### src/design/pcocp_pkg.sv
// ----------------------------------------------------------------------------
// pcocp_pkg
// Shared constants and types for the play-count cache policy.
// ----------------------------------------------------------------------------
package pcocp_pkg;

   localparam int unsigned DefEntries   = 64;
   localparam int unsigned DefKeyBits   = 32;
   localparam int unsigned DefCountBits = 16;
   localparam int unsigned FuncBits     = 2;
   localparam int unsigned SlotBits     = 6;

   typedef enum logic [1:0] {
      FUNC_FIND    = 2'd0,
      FUNC_INSTALL = 2'd1,
      FUNC_TOUCH   = 2'd2,
      FUNC_CLEAR   = 2'd3
   } func_type;

   typedef enum logic [4:0] {
      ST_SWEEP,
      ST_IDLE,
      ST_FIND_RD,
      ST_FIND_CHK,
      ST_INST_RD,
      ST_T_RD_S,
      ST_T_GOT_S,
      ST_T_GOT_P,
      ST_T_WR_P,
      ST_T_RD_N,
      ST_T_WR_N,
      ST_T_WALK_RD,
      ST_T_WALK_CHK,
      ST_T_LINK_RD,
      ST_T_LINK_WR1,
      ST_T_LINK_WR2,
      ST_T_LINK_WR3,
      ST_T_TAIL_RD,
      ST_T_TAIL_WR,
      ST_RESP
   } state_type;

endpackage

### src/design/pcocp_ram.sv
// ----------------------------------------------------------------------------
// pcocp_ram
// Single-port synchronous RAM with registered read.
// ----------------------------------------------------------------------------
module pcocp_ram #(
   parameter int unsigned WIDTH = 8,
   parameter int unsigned DEPTH = 64
) (
   input  logic                     clock,
   input  logic                     wr_en,
   input  logic [$clog2(DEPTH)-1:0] addr,
   input  logic [WIDTH-1:0]         wr_data,
   output logic [WIDTH-1:0]         rd_data
);

   logic [WIDTH-1:0] mem [DEPTH];
   logic [WIDTH-1:0] rd_data_ff;

   always_ff @(posedge clock) begin
      if (wr_en) begin
         mem[addr] <= wr_data;
      end
      rd_data_ff <= mem[addr];
   end

   assign rd_data = rd_data_ff;

endmodule

### src/design/play_count_ordered_cache_policy.sv
// ----------------------------------------------------------------------------
// play_count_ordered_cache_policy
// LFU replacement with recency tie-break over a linked list held in RAM.
// ----------------------------------------------------------------------------
//  channel  | ports                         | dir | meaning
//  request  | req_valid/ready, func,key,slot| in  | one operation word
//  response | rsp_valid/ready, result_slot, | out | one answer word per request
//           | hit, evicted, done_res        |     |
//
//  One word at a time. Find walks the list from the head. Touch bumps the count
//  and, unless it is the head or its prev count is higher, unlinks it and walks
//  from the head to relink it. Install writes the key, then the valid bit. All
//  are paced by the single port of the link RAM. After reset and after clear,
//  a sweep rewrites the list and counts; no request is taken meanwhile (clear
//  answers after its sweep). The response register holds while rsp_ready is low.
// ----------------------------------------------------------------------------
module play_count_ordered_cache_policy
   import pcocp_pkg::*;
#(
   parameter int unsigned ENTRIES    = DefEntries,
   parameter int unsigned KEY_BITS   = DefKeyBits,
   parameter int unsigned COUNT_BITS = DefCountBits
) (
   input  logic                  clock,
   input  logic                  reset,
   input  logic                  req_valid,
   output logic                  req_ready,
   input  logic [FuncBits-1:0]   req_func,
   input  logic [KEY_BITS-1:0]   req_key,
   input  logic [SlotBits-1:0]   req_slot,
   output logic                  rsp_valid,
   input  logic                  rsp_ready,
   output logic [SlotBits-1:0]   rsp_result_slot,
   output logic                  rsp_hit,
   output logic                  rsp_evicted,
   output logic                  rsp_done_res
);

   localparam int unsigned IB = $clog2(ENTRIES);   // index bits
   localparam int unsigned PB = IB + 1;            // pointer bits, ENTRIES = null
   localparam logic [PB-1:0] NIL = PB'(ENTRIES);
   localparam logic [COUNT_BITS-1:0] CMAX = '1;
   // node word: {valid, count, next, prev}
   localparam int unsigned NW = 1 + COUNT_BITS + 2 * PB;

   typedef struct packed {
      logic                  valid;
      logic [COUNT_BITS-1:0] count;
      logic [PB-1:0]         next;
      logic [PB-1:0]         prev;
   } node_type;

   state_type state_ff, state_in;
   logic [FuncBits-1:0]   func_ff, func_in;
   logic [KEY_BITS-1:0]   key_ff, key_in;
   logic [SlotBits-1:0]   slot_ff, slot_in;
   logic [PB-1:0]         head_ff, head_in, tail_ff, tail_in;
   logic [PB-1:0]         cur_ff, cur_in;       // walk pointer / sweep index
   logic [PB-1:0]         steps_ff, steps_in;
   logic [PB-1:0]         p_ff, p_in, n_ff, n_in;
   logic [COUNT_BITS-1:0] cnt_ff, cnt_in;       // touched entry's new count
   node_type              s_ff, s_in;           // touched entry image
   logic [SlotBits-1:0]   res_slot_ff, res_slot_in;
   logic                  hit_ff, hit_in, ev_ff, ev_in, rsp_valid_ff, rsp_valid_in;

   logic                  n_we, k_we;
   logic [IB-1:0]         n_addr, k_addr;
   node_type              n_wd, n_rd;
   logic [NW-1:0]         n_rd_raw;
   logic [KEY_BITS-1:0]   k_rd;

   pcocp_ram #(.WIDTH(NW), .DEPTH(ENTRIES)) u_node_ram (
      .clock(clock), .wr_en(n_we), .addr(n_addr), .wr_data(n_wd), .rd_data(n_rd_raw)
   );
   pcocp_ram #(.WIDTH(KEY_BITS), .DEPTH(ENTRIES)) u_key_ram (
      .clock(clock), .wr_en(k_we), .addr(k_addr), .wr_data(key_ff), .rd_data(k_rd)
   );
   assign n_rd = node_type'(n_rd_raw);

   function automatic logic [IB-1:0] ix(input logic [PB-1:0] p);
      return p[IB-1:0];
   endfunction

   always_ff @(posedge clock) begin
      if (reset) begin
         state_ff     <= ST_SWEEP;
         cur_ff       <= '0;
         rsp_valid_ff <= 1'b0;
         func_ff      <= FUNC_FIND;
      end else begin
         state_ff     <= state_in;
         cur_ff       <= cur_in;
         rsp_valid_ff <= rsp_valid_in;
         func_ff      <= func_in;
      end
      head_ff <= head_in;  tail_ff <= tail_in;
      key_ff <= key_in;    slot_ff <= slot_in;
      steps_ff <= steps_in; p_ff <= p_in; n_ff <= n_in;
      cnt_ff <= cnt_in;    s_ff <= s_in;
      res_slot_ff <= res_slot_in; hit_ff <= hit_in; ev_ff <= ev_in;
   end

   always_comb begin
      state_in = state_ff;   func_in = func_ff;  key_in = key_ff;  slot_in = slot_ff;
      head_in = head_ff;     tail_in = tail_ff;  cur_in = cur_ff;  steps_in = steps_ff;
      p_in = p_ff;           n_in = n_ff;        cnt_in = cnt_ff;  s_in = s_ff;
      res_slot_in = res_slot_ff; hit_in = hit_ff; ev_in = ev_ff;
      rsp_valid_in = rsp_valid_ff;
      n_we = 1'b0;  n_addr = ix(cur_ff);  n_wd = n_rd;
      k_we = 1'b0;  k_addr = ix(cur_ff);
      req_ready = 1'b0;
      if (rsp_valid_ff && rsp_ready) begin
         rsp_valid_in = 1'b0;
      end
      unique case (state_ff)
         ST_SWEEP: begin
            // rewrite one entry of the reset order per cycle
            n_we = 1'b1;
            n_wd.valid = 1'b0;
            n_wd.count = '0;
            n_wd.next  = cur_ff + PB'(1);
            n_wd.prev  = (cur_ff == '0) ? NIL : cur_ff - PB'(1);
            head_in = '0;
            tail_in = PB'(ENTRIES - 1);
            if (cur_ff == PB'(ENTRIES - 1)) begin
               cur_in = '0;
               if (func_ff == FUNC_CLEAR) begin
                  func_in = FUNC_FIND;
                  res_slot_in = '0; hit_in = 1'b0; ev_in = 1'b0;
                  state_in = ST_RESP;
               end else begin
                  state_in = ST_IDLE;
               end
            end else begin
               cur_in = cur_ff + PB'(1);
            end
         end
         ST_IDLE: begin
            req_ready = !rsp_valid_ff;
            if (req_valid && req_ready) begin
               func_in = req_func; key_in = req_key; slot_in = req_slot;
               hit_in = 1'b0; ev_in = 1'b0; res_slot_in = req_slot;
               steps_in = '0;
               unique case (func_type'(req_func))
                  FUNC_FIND: begin
                     cur_in = head_ff;
                     res_slot_in = SlotBits'(tail_ff);
                     state_in = ST_FIND_RD;
                  end
                  FUNC_INSTALL: begin
                     cur_in = PB'(req_slot);
                     state_in = (32'(req_slot) < ENTRIES) ? ST_INST_RD : ST_RESP;
                  end
                  FUNC_TOUCH: begin
                     cur_in = PB'(req_slot);
                     state_in = (32'(req_slot) < ENTRIES) ? ST_T_RD_S : ST_RESP;
                  end
                  FUNC_CLEAR: begin
                     cur_in = '0;
                     state_in = ST_SWEEP;
                  end
                  default: state_in = ST_RESP;
               endcase
            end
         end
         ST_FIND_RD: begin
            // read node and key of cur
            if (cur_ff >= NIL || steps_ff >= NIL) begin
               state_in = ST_RESP;
            end else begin
               state_in = ST_FIND_CHK;
            end
         end
         ST_FIND_CHK: begin
            if (!n_rd.valid) begin
               res_slot_in = SlotBits'(cur_ff);
               state_in = ST_RESP;
            end else if (k_rd == key_ff) begin
               res_slot_in = SlotBits'(cur_ff); hit_in = 1'b1;
               state_in = ST_RESP;
            end else if (n_rd.next >= NIL) begin
               n_we = 1'b1; n_wd.valid = 1'b0; n_wd.count = '0;
               res_slot_in = SlotBits'(cur_ff); ev_in = 1'b1;
               state_in = ST_RESP;
            end else begin
               cur_in = n_rd.next; steps_in = steps_ff + PB'(1);
               state_in = ST_FIND_RD;
            end
         end
         ST_INST_RD: begin
            state_in = ST_T_TAIL_WR;   // reuse: write key then valid
            k_we = 1'b1;
         end
         ST_T_RD_S: begin
            state_in = ST_T_GOT_S;
         end
         ST_T_GOT_S: begin
            s_in = n_rd;
            cnt_in = (n_rd.count < CMAX) ? n_rd.count + COUNT_BITS'(1) : n_rd.count;
            n_we = 1'b1; n_wd.count = cnt_in;
            s_in.count = cnt_in;
            p_in = n_rd.prev; n_in = n_rd.next;
            if (head_ff == cur_ff || n_rd.prev >= NIL) begin
               state_in = ST_RESP;
            end else begin
               state_in = ST_T_GOT_P;
            end
         end
         ST_T_GOT_P: begin
            n_addr = ix(p_ff);             // read prev
            state_in = ST_T_WR_P;
         end
         ST_T_WR_P: begin
            n_addr = ix(p_ff);
            if (n_rd.count > cnt_ff) begin
               state_in = ST_RESP;
            end else begin
               n_we = 1'b1; n_wd.next = n_ff;
               if (tail_ff == cur_ff) tail_in = p_ff;
               state_in = (n_ff < NIL) ? ST_T_RD_N : ST_T_WALK_RD;
               cur_in = head_ff;
            end
         end
         ST_T_RD_N: begin
            n_addr = ix(n_ff);
            state_in = ST_T_WR_N;
         end
         ST_T_WR_N: begin
            n_addr = ix(n_ff);
            n_we = 1'b1; n_wd.prev = p_ff;
            state_in = ST_T_WALK_RD;
         end
         ST_T_WALK_RD: begin
            if (cur_ff >= NIL || steps_ff >= NIL) begin
               state_in = (cur_ff >= NIL) ? ST_T_TAIL_RD : ST_T_LINK_RD;
            end else begin
               state_in = ST_T_WALK_CHK;
            end
         end
         ST_T_WALK_CHK: begin
            if (n_rd.count > cnt_ff) begin
               cur_in = n_rd.next; steps_in = steps_ff + PB'(1);
               state_in = ST_T_WALK_RD;
            end else begin
               p_in = n_rd.prev;           // insert before cur
               n_we = 1'b1; n_wd.prev = PB'(slot_ff);
               state_in = ST_T_LINK_WR1;
            end
         end
         ST_T_LINK_RD: begin
            // step bound hit: read cur to learn its prev
            state_in = ST_T_LINK_WR3;
         end
         ST_T_LINK_WR3: begin
            p_in = n_rd.prev;
            n_we = 1'b1; n_wd.prev = PB'(slot_ff);
            state_in = ST_T_LINK_WR1;
         end
         ST_T_LINK_WR1: begin
            n_addr = slot_ff[IB-1:0];
            n_we = 1'b1; n_wd = s_ff; n_wd.prev = p_ff; n_wd.next = cur_ff;
            if (p_ff >= NIL) begin
               head_in = PB'(slot_ff);
               state_in = ST_RESP;
            end else begin
               state_in = ST_T_LINK_WR2;
            end
         end
         ST_T_LINK_WR2: begin
            n_addr = ix(p_ff);
            state_in = ST_T_TAIL_WR;
            func_in = FUNC_CLEAR;          // mark: patch next of p
         end
         ST_T_TAIL_RD: begin
            n_addr = ix(tail_ff);
            p_in = tail_ff;
            state_in = ST_T_TAIL_WR;
         end
         ST_T_TAIL_WR: begin
            if (func_ff == FUNC_INSTALL) begin
               // key written in ST_INST_RD; set valid, keep rest
               if (steps_ff == '0) begin
                  steps_in = PB'(1);
               end else begin
                  n_we = 1'b1; n_wd.valid = 1'b1;
                  state_in = ST_RESP;
               end
            end else if (func_ff == FUNC_CLEAR) begin
               n_addr = ix(p_ff);
               n_we = 1'b1; n_wd.next = PB'(slot_ff);
               func_in = FUNC_TOUCH;
               state_in = ST_RESP;
            end else begin
               // append at tail: old tail.next = s, s = {prev tail, null}
               n_addr = ix(p_ff);
               n_we = 1'b1; n_wd.next = PB'(slot_ff);
               s_in.prev = p_ff; s_in.next = NIL;
               tail_in = PB'(slot_ff);
               state_in = ST_T_LINK_WR2;
               func_in = FUNC_INSTALL;
               steps_in = '0;
               cur_in = NIL;
            end
         end
         ST_RESP: begin
            if (!rsp_valid_ff) begin
               rsp_valid_in = 1'b1;
               if (func_ff == FUNC_CLEAR) func_in = FUNC_FIND;
               state_in = ST_IDLE;
            end
         end
         default: state_in = ST_IDLE;
      endcase
      // tail append finishes by writing s image instead of patching p again
      if (state_ff == ST_T_LINK_WR2 && func_ff == FUNC_INSTALL && cur_ff >= NIL) begin
         n_addr = slot_ff[IB-1:0];
         n_we = 1'b1; n_wd = s_ff;
         func_in = FUNC_TOUCH;
         state_in = ST_RESP;
      end
   end

   assign rsp_valid       = rsp_valid_ff;
   assign rsp_result_slot = res_slot_ff;
   assign rsp_hit         = hit_ff;
   assign rsp_evicted     = ev_ff;
   assign rsp_done_res    = 1'b1;

endmodule

### config.mk
export PLATFORM = sky130hd
export DESIGN_NAME = play_count_ordered_cache_policy
export DESIGN_NICKNAME = d
export VERILOG_FILES = /design/src/design/pcocp_pkg.sv /design/src/design/pcocp_ram.sv /design/src/design/play_count_ordered_cache_policy.sv
export SDC_FILE = /design/constraint.sdc
export NUM_CORES = 2
export LEC_CHECK = 0
export BUFFER_PORTS_ARGS = -buffer_cell sky130_fd_sc_hd__buf_2
export CAP_MARGIN = 20
export CORE_UTILIZATION = 30
export DETAILED_ROUTE_END_ITERATION = 10
export PLACE_DENSITY = 0.46
export SYNTH_ARGS = -nofsm -noshare
export SYNTH_HDL_FRONTEND = slang
export SYNTH_HIERARCHICAL = 1
export SYNTH_SLANG_ARGS = --single-unit
### constraint.sdc
create_clock -name clock -period 4.9 [get_ports clock]
set_input_delay 0.735 -clock clock [delete_from_list [all_inputs] [get_ports clock]]
set_output_delay 0.735 -clock clock [all_outputs]
set_load 0.02 [all_outputs]
==> flow_summary.ini <==
[yosys]
synth_cells = 9603
synth_ff_type = edfxtp_1
synth_area_per_cell_um2 = 17.0
synthAdderAreaFrac_pct = 0.192
synth_edf_count = 4143
synth_xor_area_share_pct = 0.370
synth-seq-cells = 4221
muxShareOfSynthArea_pct = 4.26
yosys.area_share.simple_pct = 3.32
syn-num-nets = 9672
yosysWarnings = 6
synth_cell_types = 94
synth_top_family_by_area = compound AO/OA/AOI/OAI gates
netlist_area_um2 = 163000
synth-async-reset-ratio_pct = 0
synth_compound_area_share_pct = 12.4
synth_seq_area_share_pct = 77.2

[finish]
stdcell_count = 18000
seqCellArea_um2 = 126000
final_nets = 10500
final_common_cell = edfxtp_1
multi_input_area_um2 = 35000
fin_area_um2 = 196000
fillers = 50600
utilization_pct = 36.2
syn_to_final_growth_pct = 19.9
layout-drive-gt1-share_pct = 19.6
mostFrequentLayoutCells = edfxtp_1, buf_4, a221oi_1

[worst_setup_path]
crit_start = u_node_ram/rd_data[28]
cp.arrival_ps = 5510
setup.worst_path.start_class = register
r2r-start = u_node_ram/rd_data[28]
worstRegToRegCells = 13
required_ps = 5580
cp_max_fo = 17
worst-r2r-setup-slack_ps = 60
end_kind = register
reg2reg_to = u_node_ram/mem[50][28]
path_class = reg -> reg

[routing]
drt-wirelength-per-cell_um = 33.6
topRoutingLayerUsed = met5
via_per_inst = 5.59
firstDrtPassIters = 9
drt_first_iter_violations = 13600
drc_errors = 0
vias = 101000
dr_wl_met3_um = 50000
postRouteAntennaNets = 0
wl_met1_um = 256000
met2_length_um = 274000
routed_wl_um = 605000

[clock_network]
clock_latency_ps = 1100
clk_pin_slew_ps = 60
cts_made_buffers = 447
cts_tree = yes
clkSinkCount = 4221
cts_buffer_depth = 4
cts-htree-levels = 5
cts-root-buf = clkbuf_16

[hold_path]
hold_depth = 1
whs_endpoint = slot_ff[0]
hold_class = in -> reg
worstHoldStart = req_slot[0]

[sta]
finalCriticalPeriod_ps = 4840
hold_viol_final = 0
tightest_slew_ps = 1220
skew_ps = 138
holdWs_ps = 66.8
finalMaxSlewViolations = 0
rsz0062_at_grt = yes
slew_headroom_pct = 16.5
setup_viol = 0
period_share_pct = 98.7
max_freq_mhz = 207

[die]
rows = 270
die_h_um = 739
ioPinCount = 55
die-width_um = 739
initial_core_util_pct = 30.1
die-area_um2 = 547000
core-area_um2 = 541000

[pwr]
irDropWorstVdd_uv = 686
power_density_nw_per_um2 = 677
p_leak_nw = 60.9

[global_routing]
antenna_found_initial = 53
grt-ovfl-total = 0
grt_use_total_pct = 21.4
grt_start_max_net_pins = 87
grt_pass1_vias = 97900
grt_pass1_wl_um = 827000

[placed_design]
gp_congestion = 0.887
portBuffers = 53
dpl.hpwl_um = 385000
place_area_um2 = 181000
dp_cells = 17100

[status]
outcome = finished clean

[run]
drv_cap = 0
power by group:
part           leakage [nW]  switching [mW]  internal, mW
Combinational          15.7            35.2          15.6
Clock                  7.02            14.7          19.2
Sequential             38.2            1.43          46.4
Total                  60.9            51.3          81.2
layout make-up:
type	count	area share, %
Sequential cell	4221	64.4
Clock buffer	577	6.02
Timing Repair Buffer	1050	5.53
Multi-Input combinational cell	4622	17.9
Clock inverter	258	1.42
Inverter	42	0.0857
Antenna cell	24	0.0307
Tap cell	7208	4.61
sequential cells by signal (all words and copies together), names as in the netlist:
register            flops
u_key_ram/mem        2048
u_node_ram/mem       1984
key_ff                 32
u_key_ram/rd_data      32
s_ff                   31
u_node_ram/rd_data     31
cur_ff                  7
n_ff                    7
p_ff                    7
steps_ff                7
tail_ff                 7
head_ff                 6
rsp_result_slot         6
slot_ff                 6
state_ff                5
func_ff                 2
rsp_evicted             1
rsp_hit                 1
rsp_valid               1
layer usage:
metal | up-vias | track usage (%)
li1 | 41400 | -
met1 | 53300 | 29.9
met2 | 4980 | 33.6
met3 | 929 | 3.58
met4 | 14 | 7.63
met5 | - | 0
stage by stage:
step | power (mW) | TNS [ps] | setup WS [ps]
2_1_floorplan | 70.6 | -55000 | -84.5
3_3_place_gp | 98.1 | -1980 | -478
3_5_place_dp | 98.4 | -1100 | -428
4_1_cts | 132 | 0 | 1.72
5_1_grt | 136 | -32.1 | -32.1
6_report | 132 | 0 | 63.7
synthesized netlist by cell type, types with 61 or more instances:
master / count / area share (%)
dfxtp_1: 78 / 0.96
mux4_2: 73 / 1.0
a22o_1: 87 / 0.47
mux2_2: 138 / 0.95
edfxtp_1: 4143 / 76
buf_4: 61 / 0.28
nor2_1: 472 / 1.1
o22ai_1: 255 / 0.98
clkbuf_1: 264 / 0.61
buf_1: 85 / 0.20
nand3_1: 64 / 0.20
a211oi_1: 68 / 0.31
a21oi_1: 380 / 1.2
nor3_1: 80 / 0.25
a221oi_1: 641 / 3.4
o21ai_0: 296 / 0.91
nand2_1: 301 / 0.69
mux2i_1: 347 / 2.1
buf_2: 272 / 0.83
a22oi_1: 594 / 2.7
o221ai_1: 64 / 0.34
worst max-delay path by stage:
stage | end | slack (ps) | cells past startpoint
CTS | u_node_ram/rd_data[20] | 2 | 18
global route | u_node_ram/rd_data[28] | -30 | 18
global placement | u_node_ram/rd_data[6] | -480 | 15
finish | u_node_ram/mem[50][28] | 60 | 13
detailed placement | u_node_ram/rd_data[6] | -430 | 15
floorplan | u_node_ram/mem[13][0] | -80 | 14
timing repair:
| item | CTS | global route |
|---|---|---|
| buffers inserted | 3 | 4 |
| resized for setup | 9 | 14 |
| pin swaps | 1 | 4 |
| hold buffers | 37 | 0 |
| endpoints found under the setup margin | 10 | 20 |
| endpoints found under the hold margin | 37 | 0 |
worst max-delay path: stages, from the launching register on:
cell     delay [ps]
dfxtp_1         900
ha_1            400
nand4_2         170
nor2_1           70
or4_4           540
o31ai_4         280
a21oi_1          90
nand2_1         140
buf_12          150
nor2b_1         270
nand2_1         170
buf_12          200
nor2_4          740
buf_4           280
logic make-up after synthesis:
logic type | after synthesis
AO/OA/AOI/OAI | 2764
XOR/XNOR | 69
adder cells (fa/ha/maj) | 25
buffers and inverters | 760
flip-flops | 4221
multiplexers | 582
other | 1
AND/OR/NAND/NOR | 1181
No activity file was read; power rests on OpenSTA's default activity.
